--- src/rtl/core/dsc_pkg.sv ---
// shared types and constants of the digitizer event signal counter
`timescale 1ns / 1ps

package dsc_pkg;

  localparam int WORD_W   = 32;
  localparam int IDX_W    = 12;
  localparam int THR_W    = 12;
  localparam int MASK_W   = 8;
  localparam int CNT_W    = 4;
  localparam int QUOT_W   = 13;
  localparam int MARK_W   = 4;
  localparam int BOARD_W  = 5;
  localparam int EVENT_W  = 24;
  localparam int HALF_W   = 16;

  localparam logic [MARK_W-1:0] MARKER_VAL = 4'hA;
  localparam logic [IDX_W-1:0]  IDX_MAX    = 12'hFFF;
  localparam logic [IDX_W-1:0]  IDX_SIZE   = 12'd0;
  localparam logic [IDX_W-1:0]  IDX_MASK   = 12'd1;
  localparam logic [IDX_W-1:0]  IDX_EVENT  = 12'd2;
  localparam logic [IDX_W-1:0]  IDX_TIME   = 12'd3;
  localparam logic [IDX_W-1:0]  HDR_WORDS  = 12'd4;

  typedef struct packed {
    logic accept;
    logic sample_hi;
    logic div_start;
    logic emit;
  } cmd_t;

  typedef struct packed {
    logic is_mask;
    logic is_data;
    logic div_done;
  } sts_t;

endpackage

--- src/rtl/core/dsc_div.sv ---
// restoring divider for samples per channel, one quotient bit a cycle
`timescale 1ns / 1ps

module dsc_div import dsc_pkg::*; (
  input  logic              clk,
  input  logic              rst_n,
  input  logic              start,
  input  logic [QUOT_W-1:0] dividend,
  input  logic [CNT_W-1:0]  divisor,
  output logic              done,
  output logic [QUOT_W-1:0] quotient
);

  localparam int STEP_W = $clog2(QUOT_W);

  logic              busy_r, busy_nxt;
  logic              done_r, done_nxt;
  logic [STEP_W-1:0] step_r, step_nxt;
  logic [QUOT_W-1:0] q_r, q_nxt;
  logic [CNT_W-1:0]  rem_r, rem_nxt;
  logic [CNT_W:0]    trial;
  logic [CNT_W:0]    diff;
  logic              ge;

  assign trial = {rem_r, q_r[QUOT_W-1]};
  assign diff  = trial - {1'b0, divisor};
  assign ge    = trial >= {1'b0, divisor};

  always_comb begin
    busy_nxt = busy_r;
    done_nxt = 1'b0;
    step_nxt = step_r;
    q_nxt    = q_r;
    rem_nxt  = rem_r;
    if (start) begin
      busy_nxt = 1'b1;
      step_nxt = '0;
      q_nxt    = dividend;
      rem_nxt  = '0;
    end else if (busy_r) begin
      q_nxt    = {q_r[QUOT_W-2:0], ge};
      rem_nxt  = ge ? diff[CNT_W-1:0] : trial[CNT_W-1:0];
      step_nxt = step_r + 1'b1;
      if (step_r == STEP_W'(QUOT_W - 1)) begin
        busy_nxt = 1'b0;
        done_nxt = 1'b1;
      end
    end
  end

  always_ff @(posedge clk) begin
    if (!rst_n) begin
      busy_r <= 1'b0;
      done_r <= 1'b0;
      step_r <= '0;
    end else begin
      busy_r <= busy_nxt;
      done_r <= done_nxt;
      step_r <= step_nxt;
    end
  end

  always_ff @(posedge clk) begin
    q_r   <= q_nxt;
    rem_r <= rem_nxt;
  end

  assign done     = done_r;
  assign quotient = q_r;

endmodule

--- src/rtl/core/dsc_datapath.sv ---
// header decode, per-channel min/max tracking and summary registers
`timescale 1ns / 1ps

module dsc_datapath import dsc_pkg::*; #(
  parameter int NUM_CHANNELS = 8,
  parameter int SAMPLE_BITS  = 12
) (
  input  logic               clk,
  input  logic               rst_n,
  input  cmd_t               cmd,
  output sts_t               sts,
  input  logic [WORD_W-1:0]  in_data_word,
  input  logic               cfg_wr_en,
  input  logic [THR_W-1:0]   cfg_wr_data,
  output logic               o_event_valid,
  output logic [BOARD_W-1:0] o_board_number,
  output logic [EVENT_W-1:0] o_event_number,
  output logic [WORD_W-1:0]  o_trigger_time,
  output logic [MASK_W-1:0]  o_enabled_mask,
  output logic [CNT_W-1:0]   o_enabled_count,
  output logic [QUOT_W-1:0]  o_samples_each,
  output logic [CNT_W-1:0]   o_signal_count
);

  localparam int SB    = SAMPLE_BITS;
  localparam int CMP_W = (SAMPLE_BITS > THR_W) ? SAMPLE_BITS : THR_W;

  logic [THR_W-1:0]   thr_r;
  logic [IDX_W-1:0]   word_idx_r, word_idx_nxt;
  logic               over_r, over_nxt;
  logic [MARK_W-1:0]  marker_r, marker_nxt;
  logic [IDX_W-1:0]   size_r, size_nxt;
  logic [MASK_W-1:0]  mask_r, mask_nxt;
  logic [CNT_W-1:0]   chan_total_r, chan_total_nxt;
  logic [QUOT_W-1:0]  per_chan_r, per_chan_nxt;
  logic [QUOT_W-1:0]  sic_r, sic_nxt;
  logic [CNT_W-1:0]   chan_idx_r, chan_idx_nxt;
  logic [SB-1:0]      min_r, min_nxt;
  logic [SB-1:0]      max_r, max_nxt;
  logic               hit_r, hit_nxt;
  logic [CNT_W-1:0]   hit_total_r, hit_total_nxt;
  logic [BOARD_W-1:0] board_r, board_nxt;
  logic [EVENT_W-1:0] event_r, event_nxt;
  logic [WORD_W-1:0]  time_r, time_nxt;
  logic [SB-1:0]      word_hi_r;

  logic               is_data;
  logic               sample_en;
  logic [SB-1:0]      samp;
  logic               active;
  logic               first;
  logic [SB-1:0]      min_base, max_base, min_new, max_new;
  logic               hit_base;
  logic               exceed;
  logic [QUOT_W-1:0]  sic_inc;
  logic [CNT_W-1:0]   pop;
  logic [QUOT_W-1:0]  dividend;
  logic               div_done;
  logic [QUOT_W-1:0]  quotient;

  assign is_data   = word_idx_r >= HDR_WORDS;
  assign sts.is_data  = is_data;
  assign sts.is_mask  = word_idx_r == IDX_MASK;
  assign sts.div_done = div_done;

  assign sample_en = (cmd.accept && is_data) || cmd.sample_hi;
  assign samp      = cmd.sample_hi ? word_hi_r : in_data_word[SB-1:0];

  always_comb begin
    pop = '0;
    for (int i = 0; i < NUM_CHANNELS; i++) begin
      pop = pop + CNT_W'(in_data_word[i]);
    end
  end

  assign dividend = (size_r >= HDR_WORDS) ? {size_r - HDR_WORDS, 1'b0} : '0;

  // divisor held in the channel count register for the whole division
  dsc_div u_div (
    .clk      (clk),
    .rst_n    (rst_n),
    .start    (cmd.div_start),
    .dividend (dividend),
    .divisor  (chan_total_r),
    .done     (div_done),
    .quotient (quotient)
  );

  // one sample step
  assign active   = (chan_idx_r < chan_total_r) && (per_chan_r != '0);
  assign first    = sic_r == '0;
  assign min_base = first ? samp : min_r;
  assign max_base = first ? samp : max_r;
  assign hit_base = first ? 1'b0 : hit_r;
  assign min_new  = (samp < min_base) ? samp : min_base;
  assign max_new  = (samp > max_base) ? samp : max_base;
  assign exceed   = CMP_W'(max_new - min_new) > CMP_W'(thr_r);
  assign sic_inc  = sic_r + 1'b1;

  always_comb begin
    word_idx_nxt   = word_idx_r;
    over_nxt       = over_r;
    marker_nxt     = marker_r;
    size_nxt       = size_r;
    mask_nxt       = mask_r;
    chan_total_nxt = chan_total_r;
    per_chan_nxt   = per_chan_r;
    sic_nxt        = sic_r;
    chan_idx_nxt   = chan_idx_r;
    min_nxt        = min_r;
    max_nxt        = max_r;
    hit_nxt        = hit_r;
    hit_total_nxt  = hit_total_r;
    board_nxt      = board_r;
    event_nxt      = event_r;
    time_nxt       = time_r;

    if (cmd.accept) begin
      case (word_idx_r)
        IDX_SIZE: begin
          marker_nxt = in_data_word[WORD_W-1 -: MARK_W];
          size_nxt   = in_data_word[IDX_W-1:0];
        end
        IDX_MASK: begin
          mask_nxt       = in_data_word[MASK_W-1:0];
          board_nxt      = in_data_word[WORD_W-1 -: BOARD_W];
          chan_total_nxt = pop;
          per_chan_nxt   = '0;
        end
        IDX_EVENT: begin
          event_nxt = in_data_word[EVENT_W-1:0];
        end
        IDX_TIME: begin
          time_nxt = in_data_word;
        end
        default: begin
        end
      endcase
      if (word_idx_r != IDX_MAX) begin
        word_idx_nxt = word_idx_r + 1'b1;
      end else begin
        over_nxt = 1'b1;
      end
    end

    if (div_done) begin
      per_chan_nxt = (chan_total_r == '0) ? '0 : quotient;
    end

    if (sample_en && active) begin
      min_nxt = min_new;
      max_nxt = max_new;
      hit_nxt = hit_base;
      if (!hit_base && exceed) begin
        hit_nxt       = 1'b1;
        hit_total_nxt = hit_total_r + 1'b1;
      end
      if (sic_inc >= per_chan_r) begin
        sic_nxt      = '0;
        chan_idx_nxt = chan_idx_r + 1'b1;
      end else begin
        sic_nxt = sic_inc;
      end
    end

    if (cmd.emit) begin
      word_idx_nxt   = '0;
      over_nxt       = 1'b0;
      marker_nxt     = '0;
      size_nxt       = '0;
      mask_nxt       = '0;
      chan_total_nxt = '0;
      per_chan_nxt   = '0;
      sic_nxt        = '0;
      chan_idx_nxt   = '0;
      min_nxt        = '0;
      max_nxt        = '0;
      hit_nxt        = 1'b0;
      hit_total_nxt  = '0;
      board_nxt      = '0;
      event_nxt      = '0;
      time_nxt       = '0;
    end
  end

  always_ff @(posedge clk) begin
    if (!rst_n) begin
      thr_r        <= '0;
      word_idx_r   <= '0;
      over_r       <= 1'b0;
      marker_r     <= '0;
      size_r       <= '0;
      mask_r       <= '0;
      chan_total_r <= '0;
      per_chan_r   <= '0;
      sic_r        <= '0;
      chan_idx_r   <= '0;
      min_r        <= '0;
      max_r        <= '0;
      hit_r        <= 1'b0;
      hit_total_r  <= '0;
      board_r      <= '0;
      event_r      <= '0;
      time_r       <= '0;
    end else begin
      if (cfg_wr_en) begin
        thr_r <= cfg_wr_data;
      end
      word_idx_r   <= word_idx_nxt;
      over_r       <= over_nxt;
      marker_r     <= marker_nxt;
      size_r       <= size_nxt;
      mask_r       <= mask_nxt;
      chan_total_r <= chan_total_nxt;
      per_chan_r   <= per_chan_nxt;
      sic_r        <= sic_nxt;
      chan_idx_r   <= chan_idx_nxt;
      min_r        <= min_nxt;
      max_r        <= max_nxt;
      hit_r        <= hit_nxt;
      hit_total_r  <= hit_total_nxt;
      board_r      <= board_nxt;
      event_r      <= event_nxt;
      time_r       <= time_nxt;
    end
  end

  // high half of a data word is held until the next cycle
  always_ff @(posedge clk) begin
    if (cmd.accept) begin
      word_hi_r <= in_data_word[HALF_W +: SB];
    end
  end

  // summary registers
  always_ff @(posedge clk) begin
    if (cmd.emit) begin
      o_event_valid   <= (marker_r == MARKER_VAL) && !over_r && (size_r == word_idx_r);
      o_board_number  <= board_r;
      o_event_number  <= event_r;
      o_trigger_time  <= time_r;
      o_enabled_mask  <= mask_r;
      o_enabled_count <= chan_total_r;
      o_samples_each  <= per_chan_r;
      o_signal_count  <= hit_total_r;
    end
  end

endmodule

--- src/rtl/core/dsc_ctrl.sv ---
// controller: word acceptance, high-half step, divide wait and summary hand-off
`timescale 1ns / 1ps

module dsc_ctrl import dsc_pkg::*; (
  input  logic clk,
  input  logic rst_n,
  input  logic in_valid,
  input  logic in_last_word,
  output logic in_ready,
  output logic out_valid,
  input  logic out_ready,
  input  sts_t sts,
  output cmd_t cmd
);

  typedef enum logic [3:0] {
    ST_RECV = 4'b0001,
    ST_HI   = 4'b0010,
    ST_DIV  = 4'b0100,
    ST_EMIT = 4'b1000
  } state_t;

  state_t state_r, state_nxt;
  logic   last_r, last_nxt;
  logic   out_valid_r, out_valid_nxt;
  logic   accept;
  logic   slot_free;

  assign in_ready  = state_r == ST_RECV;
  assign accept    = in_valid && in_ready;
  assign slot_free = !out_valid_r || out_ready;

  assign cmd.accept    = accept;
  assign cmd.sample_hi = state_r == ST_HI;
  assign cmd.div_start = accept && sts.is_mask;
  assign cmd.emit      = (state_r == ST_EMIT) && slot_free;

  always_comb begin
    state_nxt = state_r;
    last_nxt  = last_r;
    case (state_r)
      ST_RECV: begin
        if (accept) begin
          last_nxt = in_last_word;
          if (sts.is_mask) begin
            state_nxt = ST_DIV;
          end else if (sts.is_data) begin
            state_nxt = ST_HI;
          end else if (in_last_word) begin
            state_nxt = ST_EMIT;
          end
        end
      end
      ST_HI: begin
        state_nxt = last_r ? ST_EMIT : ST_RECV;
      end
      ST_DIV: begin
        if (sts.div_done) begin
          state_nxt = last_r ? ST_EMIT : ST_RECV;
        end
      end
      ST_EMIT: begin
        if (slot_free) begin
          state_nxt = ST_RECV;
          last_nxt  = 1'b0;
        end
      end
      default: begin
        state_nxt = ST_RECV;
      end
    endcase
  end

  always_comb begin
    if (cmd.emit) begin
      out_valid_nxt = 1'b1;
    end else if (out_ready) begin
      out_valid_nxt = 1'b0;
    end else begin
      out_valid_nxt = out_valid_r;
    end
  end

  always_ff @(posedge clk) begin
    if (!rst_n) begin
      state_r     <= ST_RECV;
      last_r      <= 1'b0;
      out_valid_r <= 1'b0;
    end else begin
      state_r     <= state_nxt;
      last_r      <= last_nxt;
      out_valid_r <= out_valid_nxt;
    end
  end

  assign out_valid = out_valid_r;

endmodule

--- src/rtl/core/digitizer_event_signal_counter.sv ---
// top level of the digitizer event signal counter
// Input channel: one 32-bit event word per handshake (in_valid/in_ready), header
// first, in_last_word set on the final word. Output channel: one summary word
// per event (out_valid/out_ready). cfg_wr_en writes the 12-bit threshold.
// Header words 0, 2 and 3 need no extra step. Word 1 starts the
// samples-per-channel divider, a one-bit-a-cycle restoring unit, so in_ready
// stays low until the divider is done. For each data word the low sample goes
// through the shared min/max/compare logic on acceptance and the high sample in
// the next cycle.
// The summary is loaded into the output register from the emit state, which follows
// the last word, once the register is free, and event state clears with the load.
// A stalled receiver holds the summary; the next event streams in meanwhile
// and only its own summary waits for the register to free.
// Reset clears the threshold, all event state and out_valid.
`timescale 1ns / 1ps

module digitizer_event_signal_counter import dsc_pkg::*; #(
  parameter int NUM_CHANNELS = 8,
  parameter int SAMPLE_BITS  = 12
) (
  input  logic               clk,
  input  logic               rst_n,
  input  logic               in_valid,
  output logic               in_ready,
  input  logic [WORD_W-1:0]  in_data_word,
  input  logic               in_last_word,
  output logic               out_valid,
  input  logic               out_ready,
  output logic               out_event_valid,
  output logic [BOARD_W-1:0] out_board_number,
  output logic [EVENT_W-1:0] out_event_number,
  output logic [WORD_W-1:0]  out_trigger_time,
  output logic [MASK_W-1:0]  out_enabled_mask,
  output logic [CNT_W-1:0]   out_enabled_count,
  output logic [QUOT_W-1:0]  out_samples_each,
  output logic [CNT_W-1:0]   out_signal_count,
  input  logic               cfg_wr_en,
  input  logic [THR_W-1:0]   cfg_wr_data
);

  cmd_t cmd;
  sts_t sts;

  dsc_ctrl u_ctrl (
    .clk          (clk),
    .rst_n        (rst_n),
    .in_valid     (in_valid),
    .in_last_word (in_last_word),
    .in_ready     (in_ready),
    .out_valid    (out_valid),
    .out_ready    (out_ready),
    .sts          (sts),
    .cmd          (cmd)
  );

  dsc_datapath #(
    .NUM_CHANNELS (NUM_CHANNELS),
    .SAMPLE_BITS  (SAMPLE_BITS)
  ) u_dp (
    .clk             (clk),
    .rst_n           (rst_n),
    .cmd             (cmd),
    .sts             (sts),
    .in_data_word    (in_data_word),
    .cfg_wr_en       (cfg_wr_en),
    .cfg_wr_data     (cfg_wr_data),
    .o_event_valid   (out_event_valid),
    .o_board_number  (out_board_number),
    .o_event_number  (out_event_number),
    .o_trigger_time  (out_trigger_time),
    .o_enabled_mask  (out_enabled_mask),
    .o_enabled_count (out_enabled_count),
    .o_samples_each  (out_samples_each),
    .o_signal_count  (out_signal_count)
  );

  a_emit_slot_free: assert property (@(posedge clk) disable iff (!rst_n)
    cmd.emit |-> (!out_valid || out_ready))
    else $error("summary overwritten while waiting");

  a_emit_shows: assert property (@(posedge clk) disable iff (!rst_n)
    cmd.emit |=> out_valid)
    else $error("summary not presented after load");

  a_div_not_receiving: assert property (@(posedge clk) disable iff (!rst_n)
    sts.div_done |-> !in_ready)
    else $error("divider finished while words were taken");

  a_count_range: assert property (@(posedge clk) disable iff (!rst_n)
    out_valid |-> (out_signal_count <= out_enabled_count) &&
                  (out_enabled_count <= CNT_W'(NUM_CHANNELS)))
    else $error("channel counts out of range");

endmodule
--- config.mk ---
export PLATFORM = sky130hd
export DESIGN_NAME = digitizer_event_signal_counter
export DESIGN_NICKNAME = d
export VERILOG_FILES = /design/src/rtl/core/dsc_pkg.sv /design/src/rtl/core/dsc_div.sv /design/src/rtl/core/dsc_datapath.sv /design/src/rtl/core/dsc_ctrl.sv /design/src/rtl/core/digitizer_event_signal_counter.sv
export SDC_FILE = /design/constraint.sdc
export NUM_CORES = 1
export LEC_CHECK = 0
export ABC_AREA = 1
export BUFFER_PORTS_ARGS = -buffer_cell sky130_fd_sc_hd__buf_2
export CAP_MARGIN = 10
export CORE_MARGIN = 5
export CORE_UTILIZATION = 48
export CTS_CLUSTER_DIAMETER = 80
export DETAILED_ROUTE_END_ITERATION = 8
export HOLD_SLACK_MARGIN = 0.1
export PLACE_DENSITY = 0.73
export SETUP_SLACK_MARGIN = 0.3
export SLEW_MARGIN = 25
export SYNTH_ARGS = -nofsm -noshare
export SYNTH_HDL_FRONTEND = slang
export SYNTH_SLANG_ARGS = --single-unit
--- constraint.sdc ---
create_clock -name clk -period 5.45 [get_ports clk]
set_input_delay 0.8175 -clock clk [delete_from_list [all_inputs] [get_ports clk]]
set_output_delay 0.8175 -clock clk [all_outputs]
set_load 0.01 [all_outputs]
==> metrics.txt <==
status complete, but fails checks; failing checks negative setup slack; maximum fanout along the worst path 8; pin count of the biggest net entering global routing 78; Congestion Overflow GR 0; Final Hold Violating Endpoints 0; Clock Pin Slew Worst Setup and Hold Paths 0.06 ns; Ports 143; antenna violations before repair 0; CTS tree done; DP Wirelength 26.2 mm; CP peak stage delay 0.39 ns; number of diodes 0; Seq/Total Area, Yosys 51.5%; Final WS setup -0.0923 ns; overall global routing resource usage 22.5%; first-pass GRT wire length 61.0 mm; Die Ht 181 um; Row Count 62; Fill cells 2327; Clock H-tree levels 2; Total Wirelength 40.0 mm; Slew Limit Fails 0; Avg Cell Area, Syn 8.93 sq um; max-cap violations 0; syn nets 1718; Num CTS Buffers 34; DIE AREA 0.0329 sq mm; CP endpoint kind flop; commonest non-fill, non-tap cell in the layout nand2_1; FF+latch count, synth 305; WP data required 5.81 ns; multi-input logic area 0.00665 sq mm; slew margin rel. 35.4%; Synth Warn # 0; Cells after Synth 1581; GPL Wtd Cong 0.945; Vias/cell 5.34; layout cell share with drive strength beyond 1 28.9%; vias in the first global route 11600; ys flop type dfxtp_1; clock sink count 305; DRC 0; RSZ-0062 raised after global routing yes; static leakage 7.70 nW; actual slew at the worst max-slew pin 0.969 ns; async set or reset register ratio after synthesis 0%; Final Core Density 63.0%; Root Driver clkbuf_16; Final nets 1981; Worst-Skew Late Latency 0.51 ns; Peak supply drop 308 uV; fin crit share 102%; Hold Path Class reg -> reg; CTS Buffer Depth 3; PD cells 390 mW/mm^2; Post-synth EDFFs 116; Die Span X 181 um; Netlist cell types 54; Post-Syn Area 0.0141 sq mm; fmax 180 MHz; post-route ant nets 0; core area 0.0289 sq mm; cts hold-fix bufs 0; min Tclk post-route 5.54 ns; Starting Density 48.9%; DR pass1 iterations 5; number of port buffers 142; register area 0.00729 sq mm; WS Path Type reg -> reg; Critical Path Slowest Stage Cell fa_2; Iteration-0 DRC Markers 966; P&R area growth vs syn 28.7%; Setup TNS -0.290 ns; commonest cells after routing, fill and taps aside 211 x nand2_1, 176 x dfxtp_1, 173 x a21oi_1; startpoint types flop; final setup violation count 4; Vias 12000; CP most frequent cell inv_2; wire length per cell 17.7 um; PnR Total Power 7.09 mW; CP arrival 5.90 ns; skew final 0.0172 ns
cells by family (layout without fill, tap and decap cells):
kind of cell,count (synthesis),after routing,synth area share [%]
and+or+nand+nor,479,483,14.9
AOI/OAI and AO/OA,415,415,16.0
DFF,305,305,51.5
buffers and inverters,259,543,7.39
adders and majority gates,87,87,8.03
xor gates and xnor gates,36,36,2.23
critical path: cells and delay by family, from the launching register on:
| kind | cells | cell delay [ns] |
|---|---|---|
| buffers and inverters | 7 | 0.87 |
| and+or+nand+nor | 19 | 2.21 |
| DFF | 1 | 0.36 |
| AOI/OAI and AO/OA | 6 | 0.70 |
| adders and majority gates | 3 | 0.99 |
| xor gates and xnor gates | 2 | 0.28 |
what timing repair did:
action	4_1_cts	5_1_grt
endpoints found under the setup margin	5	5
gates cloned	5	2
gates resized for setup	135	92
buffers inserted	22	23
pin swaps	57	57
routing by layer:
layer	GRT usage (%)	vias to the layer above	routed length [um]
met1	30.0	5667	16900
met3	5.36	97	3090
met2	36.8	403	18700
li1	-	5871	-
met5	0	-	0
met4	6.54	0	1330
metrics by stage:
step / hold WS [ns] / instance area, sq um / worst slack [ns] / cells
3_3_place_gp: 0.403 / 15700 / -0.280 / 2140
3_5_place_dp: 0.410 / 15700 / -0.456 / 2140
4_1_cts: 0.424 / 17500 / 0.174 / 2228
6_report: 0.426 / 18200 / -0.0923 / 2253
5_1_grt: 0.431 / 18200 / -0.300 / 2253
2_1_floorplan: 0.402 / 14100 / 0.309 / 1581
worst paths after layout:
check | from | to | slack [ns] | depth (start not counted)
setup / recovery | u_dp.sic_r[4] | u_dp.hit_total_r[0] | -0.09 | 37
hold / removal | u_dp.time_r[31] | u_dp.o_trigger_time[31] | 0.43 | 0
setup reg to reg | u_dp.sic_r[4] | u_dp.hit_total_r[0] | -0.09 | 37
hold reg to reg | u_dp.time_r[31] | u_dp.o_trigger_time[31] | 0.43 | 0
flip-flops by register name, indices dropped and copies added, names as in the netlist, 8 cells and up:
signal / flops
u_dp.o_samples_each: 13
u_dp.event_r: 24
u_dp.o_event_number: 24
u_dp.mask_r: 8
u_dp.max_r: 12
u_dp.per_chan_r: 13
u_dp.o_enabled_mask: 8
u_dp.u_div.quotient: 13
u_dp.size_r: 12
u_dp.thr_r: 12
u_dp.word_idx_r: 12
u_dp.word_hi_r: 12
u_dp.time_r: 32
u_dp.o_trigger_time: 32
u_dp.min_r: 12
u_dp.sic_r: 13
Yosys cell counts (2+ instances only):
master | instances | area (sq um)
a211oi_1 | 14 | 105
nor3b_1 | 5 | 37.5
nor4_1 | 8 | 50.1
buf_2 | 21 | 105
xnor2_1 | 14 | 123
nand2_4 | 3 | 33.8
clkbuf_1 | 29 | 109
inv_2 | 8 | 30.0
fa_1 | 6 | 120
nor3_2 | 2 | 20.0
o21ai_1 | 10 | 50.1
dfxtp_1 | 189 | 3780
nand4_1 | 13 | 81.3
o21ai_0 | 138 | 691
nor2_2 | 3 | 18.8
nor3_1 | 15 | 75.1
a31oi_1 | 3 | 18.8
nor2_1 | 125 | 469
ha_1 | 81 | 1010
nand2_1 | 233 | 875
o211ai_1 | 5 | 37.5
o21bai_1 | 3 | 22.5
a221oi_1 | 3 | 26.3
a21oi_1 | 204 | 1020
buf_6 | 3 | 33.8
nor3_4 | 2 | 32.5
nand3_1 | 55 | 275
o21ai_2 | 12 | 105
o21a_1 | 6 | 45.0
xor2_1 | 22 | 193
o221ai_1 | 2 | 17.5
edfxtp_1 | 116 | 3480
o22ai_1 | 6 | 37.5
nor2_4 | 2 | 22.5
nand2_2 | 7 | 43.8
inv_1 | 190 | 713
buf_4 | 6 | 45.0
where the power goes:
part | internal [mW] | switching, mW
logic | 0.791 | 1.24
registers | 2.69 | 0.153
clock network | 1.30 | 0.919
area by class of cell:
class | instances | share of cell area, %
Clock buffer | 45 | 5.30
Clock inverter | 16 | 0.627
Timing Repair Buffer | 283 | 10.5
Sequential cell | 305 | 40.1
Tap cell | 384 | 2.64
Inverter | 199 | 4.17
Multi-Input combinational cell | 1021 | 36.6
Power figures use the tool's default switching activity.
